$ cat src/hdl/ctc_pkg.sv
// shared types and constants for the columnar transposition cipher unit
`default_nettype none
package ctc_pkg;

  localparam int CTC_MAX_LEN = 32;
  localparam int COLS_W      = 6;
  localparam logic [7:0] PAD_CHAR = 8'h65;

  // register indexes on the configuration port
  localparam logic REG_COLUMNS   = 1'b0;
  localparam logic REG_DIRECTION = 1'b1;

  typedef struct packed {
    logic [7:0] in_char;
    logic       in_last;
  } ctc_in_t;

  typedef struct packed {
    logic [7:0] out_char;
    logic       out_last;
    logic       overflow;
  } ctc_out_t;

  typedef struct packed {
    logic [COLS_W-1:0] columns;
    logic              direction;
  } ctc_cfg_t;

  typedef enum logic [1:0] {
    ST_IDLE,
    ST_DIV,
    ST_EMIT,
    ST_DRAIN
  } ctc_state_t;

endpackage
`default_nettype wire

$ cat src/hdl/columnar_transposition_cipher_unit.sv
// top level of the columnar transposition cipher unit
//
// Input: a message arrives one byte per transaction on in_item, taken at a
// clock edge with start high and busy low. Non-final bytes leave busy low,
// so the next byte can follow. Bytes beyond MAX_LEN are dropped and flagged.
// When the byte with in_last arrives the block goes busy: it first counts
// rows by adding the column count to an accumulator, one add per cycle,
// then walks the padded block of len = columns * rows positions with the
// selected stride, one memory read per cycle, and ends in a drain state.
// Output: each result is on out_item for one cycle with out_valid high,
// starting in the cycle after the walk begins; out_last marks the last
// result and overflow is set on all results of a message that lost bytes.
// The receiver cannot stall; results are never held back.
// Configuration: APB registers columns (0x0) and direction (0x4); the user
// must write them only while idle (not enforced); sampled at the final byte.
// Reset: synchronous active-low rst_n empties the message buffer, clears
// the overflow flag and sets columns to 1, direction to encrypt.
`default_nettype none
module columnar_transposition_cipher_unit #(
  parameter int MAX_LEN = ctc_pkg::CTC_MAX_LEN
) (
  input  wire logic             clk,
  input  wire logic             rst_n,
  input  wire logic             start,
  output logic                  busy,
  input  wire ctc_pkg::ctc_in_t in_item,
  output logic                  out_valid,
  output ctc_pkg::ctc_out_t     out_item,
  input  wire logic             psel,
  input  wire logic             penable,
  input  wire logic             pwrite,
  input  wire logic [2:0]       paddr,
  input  wire logic [31:0]      pwdata,
  output logic      [31:0]      prdata,
  output logic                  pready
);
  import ctc_pkg::*;

  ctc_cfg_t cfg;

  ctc_cfg u_cfg (
    .clk     (clk),
    .rst_n   (rst_n),
    .psel    (psel),
    .penable (penable),
    .pwrite  (pwrite),
    .paddr   (paddr),
    .pwdata  (pwdata),
    .prdata  (prdata),
    .pready  (pready),
    .cfg     (cfg)
  );

  ctc_seq #(
    .MAX_LEN (MAX_LEN)
  ) u_seq (
    .clk       (clk),
    .rst_n     (rst_n),
    .start     (start),
    .busy      (busy),
    .in_item   (in_item),
    .out_valid (out_valid),
    .out_item  (out_item),
    .cfg       (cfg)
  );

endmodule
`default_nettype wire

$ cat src/hdl/ctc_ram.sv
// generic single-write, single-read ram with registered read data
`default_nettype none
module ctc_ram #(
  parameter int WIDTH = 8,
  parameter int DEPTH = 32
) (
  input  wire logic                     clk,
  input  wire logic                     we,
  input  wire logic [$clog2(DEPTH)-1:0] waddr,
  input  wire logic [WIDTH-1:0]         wdata,
  input  wire logic [$clog2(DEPTH)-1:0] raddr,
  output logic      [WIDTH-1:0]         rdata
);

  logic [WIDTH-1:0] mem [DEPTH];

  always_ff @(posedge clk) begin
    if (we) begin
      mem[waddr] <= wdata;
    end
    rdata <= mem[raddr];
  end

endmodule
`default_nettype wire

$ cat src/hdl/ctc_alu.sv
// shared adder and limit compare used for row count and read address stepping
`default_nettype none
module ctc_alu #(
  parameter int W = 7
) (
  input  wire logic [W-1:0] op_a,
  input  wire logic [W-1:0] op_b,
  input  wire logic [W-1:0] limit,
  output logic      [W:0]   sum,
  output logic              reached
);

  assign sum     = {1'b0, op_a} + {1'b0, op_b};
  assign reached = (sum >= {1'b0, limit});

endmodule
`default_nettype wire

$ cat src/hdl/ctc_cfg.sv
// apb register file holding column count and direction
`default_nettype none
module ctc_cfg (
  input  wire logic              clk,
  input  wire logic              rst_n,
  input  wire logic              psel,
  input  wire logic              penable,
  input  wire logic              pwrite,
  input  wire logic [2:0]        paddr,
  input  wire logic [31:0]       pwdata,
  output logic      [31:0]       prdata,
  output logic                   pready,
  output ctc_pkg::ctc_cfg_t      cfg
);
  import ctc_pkg::*;

  logic [COLS_W-1:0] columns_r;
  logic              direction_r;
  logic              wr_en;

  assign wr_en  = psel && penable && pwrite;
  assign pready = 1'b1;

  always_ff @(posedge clk) begin
    if (!rst_n) begin
      columns_r   <= COLS_W'(1);
      direction_r <= 1'b0;
    end else if (wr_en) begin
      unique case (paddr[2])
        REG_COLUMNS:   columns_r   <= pwdata[COLS_W-1:0];
        REG_DIRECTION: direction_r <= pwdata[0];
        default:       ;
      endcase
    end
  end

  always_comb begin
    unique case (paddr[2])
      REG_COLUMNS:   prdata = {{(32-COLS_W){1'b0}}, columns_r};
      REG_DIRECTION: prdata = {31'b0, direction_r};
      default:       prdata = 32'b0;
    endcase
  end

  assign cfg.columns   = columns_r;
  assign cfg.direction = direction_r;

endmodule
`default_nettype wire

$ cat src/hdl/ctc_seq.sv
// sequencer: message load, iterative row count, strided readout
`default_nettype none
module ctc_seq #(
  parameter int MAX_LEN = ctc_pkg::CTC_MAX_LEN
) (
  input  wire logic              clk,
  input  wire logic              rst_n,
  input  wire logic              start,
  output logic                   busy,
  input  wire ctc_pkg::ctc_in_t  in_item,
  output logic                   out_valid,
  output ctc_pkg::ctc_out_t      out_item,
  input  wire ctc_pkg::ctc_cfg_t cfg
);
  import ctc_pkg::*;

  localparam int AW = $clog2(MAX_LEN);
  localparam int LW = $clog2(MAX_LEN + 1);
  localparam int PW = $clog2(MAX_LEN + 64);

  ctc_state_t state_r, state_nxt;

  logic [LW-1:0]     len_r, len_nxt;
  logic              ovf_r, ovf_nxt;
  logic [COLS_W-1:0] cols_r, cols_nxt;
  logic              dir_r, dir_nxt;
  logic [PW-1:0]     acc_r, acc_nxt;
  logic [LW-1:0]     rows_r, rows_nxt;
  logic [PW-1:0]     stride_r, stride_nxt;
  logic [PW-1:0]     pos_r, pos_nxt;
  logic [PW-1:0]     base_r, base_nxt;
  logic [PW-1:0]     cnt_r, cnt_nxt;
  logic              vld_r, vld_nxt;
  logic              pad_r, pad_nxt;
  logic              last_r, last_nxt;
  logic              oflag_r, oflag_nxt;

  logic              accept;
  logic              ram_we;
  logic [7:0]        ram_rdata;
  logic [PW-1:0]     alu_a, alu_b, alu_limit;
  logic [PW:0]       alu_sum;
  logic              alu_reached;
  logic              is_last;

  assign accept = start && (state_r == ST_IDLE);
  assign busy   = (state_r != ST_IDLE);
  assign ram_we = accept && (len_r < LW'(MAX_LEN));
  assign is_last = ((cnt_r + PW'(1)) == acc_r);

  ctc_ram #(
    .WIDTH (8),
    .DEPTH (MAX_LEN)
  ) u_ram (
    .clk   (clk),
    .we    (ram_we),
    .waddr (len_r[AW-1:0]),
    .wdata (in_item.in_char),
    .raddr (pos_r[AW-1:0]),
    .rdata (ram_rdata)
  );

  // one adder serves the row count loop and the address walk
  always_comb begin
    if (state_r == ST_DIV) begin
      alu_a     = acc_r;
      alu_b     = PW'(cols_r);
      alu_limit = PW'(len_r);
    end else begin
      alu_a     = pos_r;
      alu_b     = stride_r;
      alu_limit = acc_r;
    end
  end

  ctc_alu #(
    .W (PW)
  ) u_alu (
    .op_a    (alu_a),
    .op_b    (alu_b),
    .limit   (alu_limit),
    .sum     (alu_sum),
    .reached (alu_reached)
  );

  always_comb begin
    state_nxt  = state_r;
    len_nxt    = len_r;
    ovf_nxt    = ovf_r;
    cols_nxt   = cols_r;
    dir_nxt    = dir_r;
    acc_nxt    = acc_r;
    rows_nxt   = rows_r;
    stride_nxt = stride_r;
    pos_nxt    = pos_r;
    base_nxt   = base_r;
    cnt_nxt    = cnt_r;
    vld_nxt    = 1'b0;
    pad_nxt    = pad_r;
    last_nxt   = last_r;
    oflag_nxt  = oflag_r;
    unique case (state_r)
      ST_IDLE: begin
        if (accept) begin
          if (len_r < LW'(MAX_LEN)) begin
            len_nxt = len_r + LW'(1);
          end else begin
            ovf_nxt = 1'b1;
          end
          if (in_item.in_last) begin
            cols_nxt  = (cfg.columns == '0) ? COLS_W'(1) : cfg.columns;
            dir_nxt   = cfg.direction;
            acc_nxt   = '0;
            rows_nxt  = '0;
            state_nxt = ST_DIV;
          end
        end
      end
      ST_DIV: begin
        // repeated add of the column count until it covers the length
        acc_nxt  = alu_sum[PW-1:0];
        rows_nxt = rows_r + LW'(1);
        if (alu_reached) begin
          stride_nxt = dir_r ? PW'(rows_r + LW'(1)) : PW'(cols_r);
          pos_nxt    = '0;
          base_nxt   = '0;
          cnt_nxt    = '0;
          state_nxt  = ST_EMIT;
        end
      end
      ST_EMIT: begin
        vld_nxt   = 1'b1;
        pad_nxt   = (pos_r >= PW'(len_r));
        last_nxt  = is_last;
        oflag_nxt = ovf_r;
        cnt_nxt   = cnt_r + PW'(1);
        if (alu_reached) begin
          base_nxt = base_r + PW'(1);
          pos_nxt  = base_r + PW'(1);
        end else begin
          pos_nxt = alu_sum[PW-1:0];
        end
        if (is_last) begin
          state_nxt = ST_DRAIN;
        end
      end
      ST_DRAIN: begin
        len_nxt   = '0;
        ovf_nxt   = 1'b0;
        state_nxt = ST_IDLE;
      end
      default: state_nxt = ST_IDLE;
    endcase
  end

  always_ff @(posedge clk) begin
    if (!rst_n) begin
      state_r <= ST_IDLE;
      len_r   <= '0;
      ovf_r   <= 1'b0;
      vld_r   <= 1'b0;
    end else begin
      state_r <= state_nxt;
      len_r   <= len_nxt;
      ovf_r   <= ovf_nxt;
      vld_r   <= vld_nxt;
    end
  end

  always_ff @(posedge clk) begin
    cols_r   <= cols_nxt;
    dir_r    <= dir_nxt;
    acc_r    <= acc_nxt;
    rows_r   <= rows_nxt;
    stride_r <= stride_nxt;
    pos_r    <= pos_nxt;
    base_r   <= base_nxt;
    cnt_r    <= cnt_nxt;
    pad_r    <= pad_nxt;
    last_r   <= last_nxt;
    oflag_r  <= oflag_nxt;
  end

  // zero bytes and positions past the message read as pad
  assign out_valid         = vld_r;
  assign out_item.out_char = (pad_r || (ram_rdata == 8'h00)) ? PAD_CHAR : ram_rdata;
  assign out_item.out_last = last_r;
  assign out_item.overflow = oflag_r;

endmodule
`default_nettype wire

$ cat config.mk
export PLATFORM = sky130hd
export DESIGN_NAME = columnar_transposition_cipher_unit
export DESIGN_NICKNAME = d
export VERILOG_FILES = /design/src/hdl/ctc_pkg.sv /design/src/hdl/columnar_transposition_cipher_unit.sv /design/src/hdl/ctc_ram.sv /design/src/hdl/ctc_alu.sv /design/src/hdl/ctc_cfg.sv /design/src/hdl/ctc_seq.sv
export SDC_FILE = /design/constraint.sdc
export NUM_CORES = 1
export LEC_CHECK = 0
export ABC_AREA = 1
export BUFFER_PORTS_ARGS = -buffer_cell sky130_fd_sc_hd__buf_4
export CAP_MARGIN = 20
export CELL_PAD_IN_SITES_DETAIL_PLACEMENT = 1
export CELL_PAD_IN_SITES_GLOBAL_PLACEMENT = 1
export CORE_UTILIZATION = 46
export DETAILED_ROUTE_END_ITERATION = 16
export PLACE_DENSITY = 0.78
export SLEW_MARGIN = 20
export SYNTH_ARGS = -nofsm -noshare
export SYNTH_HDL_FRONTEND = slang
export SYNTH_SLANG_ARGS = --single-unit
$ cat constraint.sdc
create_clock -name clk -period 11.2 [get_ports clk]
set_input_delay 1.68 -clock clk [delete_from_list [all_inputs] [get_ports clk]]
set_output_delay 1.68 -clock clk [all_outputs]
set_load 0.02 [all_outputs]
==> results of run 1 <==
report_power, final:
| group | switching [µW] | total [µW] | internal (µW) |
|---|---|---|---|
| Combinational | 1320 | 1860 | 544 |
| Sequential | 86.8 | 1620 | 1530 |
| Clock | 502 | 1170 | 667 |
| Total | 1910 | 4650 | 2740 |
through the flow:
stage	utilization	power [µW]	instances	setup slack, ns	hold slack, ns
2_1_floorplan	-	2884	1296	7.163	0.4018
3_3_place_gp	0.4845	3379	1647	6.248	0.4138
3_5_place_dp	0.4845	3474	1647	6.118	0.4172
4_1_cts	0.5224	4657	1714	6.105	0.4300
5_1_grt	0.5224	4904	1714	5.759	0.4456
6_report	0.5224	4648	1714	6.082	0.4297
cells by family (layout without fill, tap and decap cells):
| logic type | Yosys count | count (layout) |
|---|---|---|
| AND/OR/NAND/NOR | 413 | 413 |
| AO/OA/AOI/OAI | 303 | 303 |
| buffers and inverters | 179 | 201 |
| other | 2 | 27 |
| flip-flops | 332 | 332 |
| XOR/XNOR | 9 | 9 |
| adder cells (fa/ha/maj) | 33 | 33 |
cell type report:
cell class | count | share of cell area
repair buffers | 49 | 0.02284
inverters | 85 | 0.01989
multi-input cells | 785 | 0.2505
clock buffers | 45 | 0.05998
well taps | 396 | 0.03077
clock inverters | 22 | 0.01251
flip-flops and latches | 332 | 0.6035
sequential cells by signal, indices dropped and copies added, names as in the netlist:
signal	cells
u_seq.oflag_r	1
u_seq.cols_r	6
u_seq.stride_r	7
u_seq.pos_r	7
u_seq.acc_r	7
u_seq.cnt_r	7
u_seq.out_valid	1
u_seq.dir_r	1
u_cfg.direction_r	1
u_seq.len_r	6
u_cfg.columns_r	6
u_seq.state_r	2
u_seq.u_ram.mem	256
u_seq.pad_r	1
u_seq.base_r	7
u_seq.u_ram.rdata	8
u_seq.rows_r	6
u_seq.last_r	1
u_seq.ovf_r	1
how the worst min path moves through the flow:
stage | startpoint | end
finish | u_cfg.columns_r[2] | u_seq.cols_r[2]
global route | u_cfg.columns_r[2] | u_seq.cols_r[2]
CTS | u_cfg.columns_r[2] | u_seq.cols_r[2]
detailed placement | u_cfg.columns_r[2] | u_seq.cols_r[2]
global placement | u_cfg.columns_r[1] | u_seq.cols_r[1]
floorplan | u_seq.ovf_r | u_seq.oflag_r
per-layer routing:
layer / up-vias / track usage / part of all wire
met5: - / 0 / 0
li1: 4532 / - / -
met2: 295 / 0.4248 / 0.51
met3: 97 / 0.02958 / 0.042
met1: 5004 / 0.2960 / 0.41
met4: 0 / 0.1066 / 0.040
cells in the final DEF, fill, tap and decap left out, types with 6 or more instances in the layout:
| cell | count |
|---|---|
| xor2_1 | 7 |
| dfxtp_1 | 25 |
| o221ai_1 | 46 |
| o21ai_1 | 19 |
| clkinv_1 | 17 |
| o22ai_1 | 20 |
| nor2_1 | 231 |
| clkbuf_16 | 37 |
| a31oi_1 | 6 |
| ha_1 | 32 |
| nand3_1 | 42 |
| conb_1 | 27 |
| inv_1 | 78 |
| a21oi_1 | 35 |
| buf_4 | 49 |
| nand2_1 | 116 |
| edfxtp_1 | 307 |
| o21ai_0 | 163 |
| clkbuf_1 | 7 |
| nor3_1 | 7 |
==> impl_metrics.env, run 1 <==
export IMPL_status="finished, final reports clean"
export IMPL_fill_cells=3230
export IMPL_synthAdderAreaFrac=0.02896
export IMPL_slew_viol_final=0
export IMPL_synth_flop_cell="edfxtp_1"
export IMPL_grt_max_degree=87
export IMPL_postPlaceCellArea_um2=14940
export IMPL_synth_area_um2=14520
export IMPL_dr_first_iter_drc_count=928
export IMPL_required_ns=11.34
export IMPL_clock_latency_ns=0.55
export IMPL_cts_made_buffers=37
export IMPL_ys_async_sr_fraction=0
export IMPL_drtAntennaViolNets=0
export IMPL_stdcell_area_um2=16100
export IMPL_finalWirelength_um=38860
export IMPL_power_leakage_uw=0.005715
export IMPL_netlist_instances=1271
export IMPL_cts_setup_buffers=0
export IMPL_die_area_um2=32270
export IMPL_grt_pass1_wl_um=59590
export IMPL_relSlewSlack=0.2911
export IMPL_first_pass_iters=7
export IMPL_fin_crit_ns=5.118
export IMPL_cp_buffers_inverters=4
export IMPL_seq_area_um2=9719
export IMPL_synth_compound_area_frac=0.1214
export IMPL_multi_input_area_um2=4034
export IMPL_drc=0
export IMPL_cp_max_fo=79
export IMPL_cts_tree="built"
export IMPL_yosys_area_top_type="edfxtp_1"
export IMPL_r2r_setup_slack_ns=6.08
export IMPL_cts_root_buffer_cell="clkbuf_16"
export IMPL_setup_viol=0
export IMPL_cts_resized=0
export IMPL_synth_top_cell_area_share=0.6351
export IMPL_synth_top_family_by_area="compound AO/OA/AOI/OAI gates"
export IMPL_synth_seq_area_share=0.6695
export IMPL_clock_skew_ns=0.04184
export IMPL_dp_hpwl_um=23990
export IMPL_drv_cap=0
export IMPL_synth_commonest_cells="307 x edfxtp_1, 231 x nor2_1, 163 x o21ai_0"
export IMPL_cts_buffer_depth=3
export IMPL_grtUsageTotal=0.2403
export IMPL_yosys_area_share_simple=0.1151
export IMPL_cp_data_arrival_time_ns=5.26
export IMPL_route_detailed_vias_per_inst=5.792
export IMPL_peakVddDrop_uv=175.0
export IMPL_die_h_um=179.6
export IMPL_clk_transition_reported_paths_ns=0.05
export IMPL_synth_most_common_cell="edfxtp_1"
export IMPL_hold_viol_final=0
export IMPL_r2r_start="u_seq.pos_r[0]"
export IMPL_n_antenna_cell=0
export IMPL_p_per_area_nw_per_um2=288.6
export IMPL_setup_tns_ns=0
export IMPL_first_global_vias=10520
export IMPL_crit_start="u_seq.pos_r[0]"
export IMPL_postSynthAreaPerCell_um2=11.42
export IMPL_rsz0062_at_grt="no"
export IMPL_io_buffer_count=39
export IMPL_crit_type="reg -> reg"
export IMPL_r2r_end="u_seq.stride_r[5]"
export IMPL_synth_xor_area_share=0.005430
export IMPL_ff2ff_path_depth=14
export IMPL_ys_ff_latch=332
export IMPL_vias=9928
export IMPL_yosysWarnings=0
export IMPL_crit_path_start_kind="flip-flop"
export IMPL_dieWidth_um=179.6
export IMPL_wl_per_cell_um=22.67
export IMPL_crit_path_end_kind="flip-flop"
export IMPL_rows=64
export IMPL_fmax_ghz=0.1954
export IMPL_hold_buffers=0
export IMPL_ys_types=40
export IMPL_initial_utilization=0.4709
export IMPL_drive_above_1_share=0.08270
export IMPL_critPathMaxStageDelay_ns=0.77
export IMPL_slowest_stage="clkinv_2"
export IMPL_core_region_area_um2=30830
export IMPL_synth_area_leaders="edfxtp_1 64%, nor2_1 6.0%, o21ai_0 5.6%"
export IMPL_holdCritPathClass="reg -> reg"
export IMPL_hold_path_depth=0
export IMPL_cp_top_family="buffers and inverters"
export IMPL_syn2layout_area_growth_pct=10.94
export IMPL_antenna_found_initial=0
export IMPL_path_depth=14
export IMPL_gp_congestion=0.8339
export IMPL_htree_levels=2
export IMPL_ios=95
export IMPL_worstMarginPinSlew_ns=1.059
export IMPL_grt_ovfl_total=0
export IMPL_synth_edf_count=307
export IMPL_min_period_over_period=0.4569
export IMPL_crit_chain="buf_4 > clkinv_2 > o21ai_0 > ha_1 > fa_1 > a31o_2 > xor2_1 > inv_1 > ha_1 > and3_1 > nand2_1 > nand2_1 > inv_1 > nor2_1"
export IMPL_crit_path_end="u_seq.stride_r[5]"
export IMPL_final_nets=1373
export IMPL_synthMuxAreaShare=0
export IMPL_cts_sinks=332
Power figures use the tool's default switching activity.
==> run 2: changes to the inputs <==
==> constraint.sdc (replaced) <==
create_clock -name clk -period 4.8 [get_ports clk]
set_input_delay 0.72 -clock clk [delete_from_list [all_inputs] [get_ports clk]]
set_output_delay 0.72 -clock clk [all_outputs]
set_load 0.02 [all_outputs]
==> impl_metrics.env, run 2 (synthesis results as in run 1) <==
export IMPL_dr_first_iter_drc_count=776
export IMPL_stdcell_count=1711
export IMPL_hold_viol_final=0
export IMPL_setup_tns_ns=0
export IMPL_fill_cells=3233
export IMPL_initial_utilization=0.4709
export IMPL_worstMarginPinSlew_ns=1.013
export IMPL_required_ns=4.96
export IMPL_dieWidth_um=179.6
export IMPL_crit_path_end_kind="flip-flop"
export IMPL_pwr_share_comb=0.406
export IMPL_seqPwrFrac=0.355
export IMPL_placed_cells=1649
export IMPL_min_period_over_period=0.8550
export IMPL_rsz0062_at_grt="no"
export IMPL_crit_type="reg -> reg"
export IMPL_cp_max_fo=11
export IMPL_fmax_ghz=0.2437
export IMPL_setup_viol=0
export IMPL_cts_setup_buffers=0
export IMPL_grt_max_degree=88
export IMPL_crit_path_start_kind="flip-flop"
export IMPL_largest_reg_flops=256
export IMPL_n_antenna_cell=0
export IMPL_cts_tree="built"
export IMPL_final_nets=1374
export IMPL_ios=95
export IMPL_power_leakage_uw=0.005673
export IMPL_power_uw=10660
export IMPL_drv_cap=0
export IMPL_die_area_um2=32270
export IMPL_fin_crit_ns=4.104
export IMPL_top_layer="met4"
export IMPL_cp_top_family="simple AND/OR/NAND/NOR gates"
export IMPL_peakVddDrop_uv=323.6
export IMPL_p_sw_uw=4363
export IMPL_cts_buffer_depth=3
export IMPL_cp_buffers_inverters=3
export IMPL_dr_wl_met3_um=1627
export IMPL_clk_transition_reported_paths_ns=0.06
export IMPL_regMostFlops="u_seq.u_ram.mem"
export IMPL_grtUsageTotal=0.2399
export IMPL_status="finished with violations"
export IMPL_htree_levels=2
export IMPL_vias=9906
export IMPL_drive_above_1_share=0.08061
export IMPL_slew_viol_final=0
export IMPL_cts_sinks=332
export IMPL_finalWirelength_um=38460
export IMPL_pwr_share_clk=0.239
export IMPL_syn2layout_area_growth_pct=10.30
export IMPL_gp_congestion=0.8155
export IMPL_die_h_um=179.6
export IMPL_violations="design-rule violations"
export IMPL_drtAntennaViolNets=0
export IMPL_wl_per_cell_um=22.48
export IMPL_slowest_stage="o21ai_0"
export IMPL_crit_chain="inv_1 > ha_1 > inv_1 > o21ai_0 > ha_1 > nand3_1 > nand3_1 > nand3_1 > nand2_1 > xor2_1 > ha_1 > a21oi_1 > o21a_1 > nand2_1 > nor2_1 > nand2_1 > inv_1 > nor2_1"
export IMPL_first_pass_iters=13
export IMPL_relSlewSlack=0.3224
export IMPL_clock_latency_ns=0.52
export IMPL_cts_made_buffers=36
export IMPL_route_detailed_vias_per_inst=5.790
export IMPL_p_per_area_nw_per_um2=665.6
export IMPL_holdCritPathClass="reg -> reg"
export IMPL_clock_skew_ns=0.02453
export IMPL_final_common_cell="edfxtp_1"
export IMPL_core_region_area_um2=30830
export IMPL_rows=64
export IMPL_antenna_found_initial=0
export IMPL_cts_root_buffer_cell="clkbuf_16"
export IMPL_cp_data_arrival_time_ns=4.26
export IMPL_hold_buffers=0
export IMPL_wl_met1_um=15500
export IMPL_drc=5
export IMPL_grt_ovfl_total=0
export IMPL_wl_met2_um=19880
export IMPL_dp_hpwl_um=24200
export IMPL_io_buffer_count=39
export IMPL_first_global_vias=10510
export IMPL_layout_common_cells="307 x edfxtp_1, 231 x nor2_1, 163 x o21ai_0, 116 x nand2_1, 78 x inv_1"
export IMPL_switching_share=0.4094
export IMPL_biggestRegsByFlops="u_seq.u_ram.mem: 256 flops, u_seq.u_ram.rdata: 8 flops"
export IMPL_critPathMaxStageDelay_ns=0.55
export IMPL_cts_resized=0
export IMPL_p_int_uw=6294
export IMPL_grt_pass1_wl_um=59410
## run 2: layout make-up
class | count | area (µm²) | area share
sequential | 332 | 9719 | 0.6070
multi-input combinational | 785 | 4034 | 0.2519
tap | 396 | 495.5 | 0.03094
inverter | 85 | 320.3 | 0.02000
clock buffer | 43 | 937.1 | 0.05853
clock inverter | 19 | 122.6 | 0.007658
timing repair buffer | 51 | 382.9 | 0.02391
## run 2: per-layer routing
metal / GRT usage / vias up
met1: 0.2888 / 4986
li1: - / 4531
met4: 0.1014 / 0
met2: 0.4313 / 293
met3: 0.03323 / 96
met5: 0 / -
## run 2: worst paths after layout
path / start / to / slack (ns) / cells past startpoint
max reg2reg: u_seq.state_r[1] / u_seq.stride_r[0] / 0.70 / 18
max: u_seq.state_r[1] / u_seq.stride_r[0] / 0.70 / 18
min reg2reg: u_cfg.columns_r[1] / u_seq.cols_r[1] / 0.43 / 0
min: u_cfg.columns_r[1] / u_seq.cols_r[1] / 0.43 / 0
## run 2: worst register-to-register path, stage by stage, from the launching register on
cell	delay, ns
dfxtp_1	0.33
inv_1	0.12
ha_1	0.18
inv_1	0.15
o21ai_0	0.55
ha_1	0.36
nand3_1	0.09
nand3_1	0.12
nand3_1	0.14
nand2_1	0.08
xor2_1	0.17
ha_1	0.30
a21oi_1	0.07
o21a_1	0.17
nand2_1	0.06
nor2_1	0.05
nand2_1	0.18
inv_1	0.15
nor2_1	0.47
## run 2: per-stage QoR
step                hold slack, ns  instance area, µm²  setup slack [ns]  utilization
global route                0.4448               16010            0.4161       0.5194
global placement            0.4130               14950            0.8852       0.4850
floorplan                   0.4018               14610             1.164            -
CTS                         0.4303               16010            0.7437       0.5194
finish                      0.4313               16010            0.6961       0.5194
detailed placement          0.4155               14950            0.8056       0.4850
## run 2: power groups by stage
stage                     logic (µW)  registers [µW]  clock network (µW)
final                           4330            3790                2550
after global routing            4790            3820                2690
after CTS                       4340            3780                2580
after detailed placement        4280            3840                   0
after global placement          4070            3830                   0
after floorplan                 2980            3750                   0
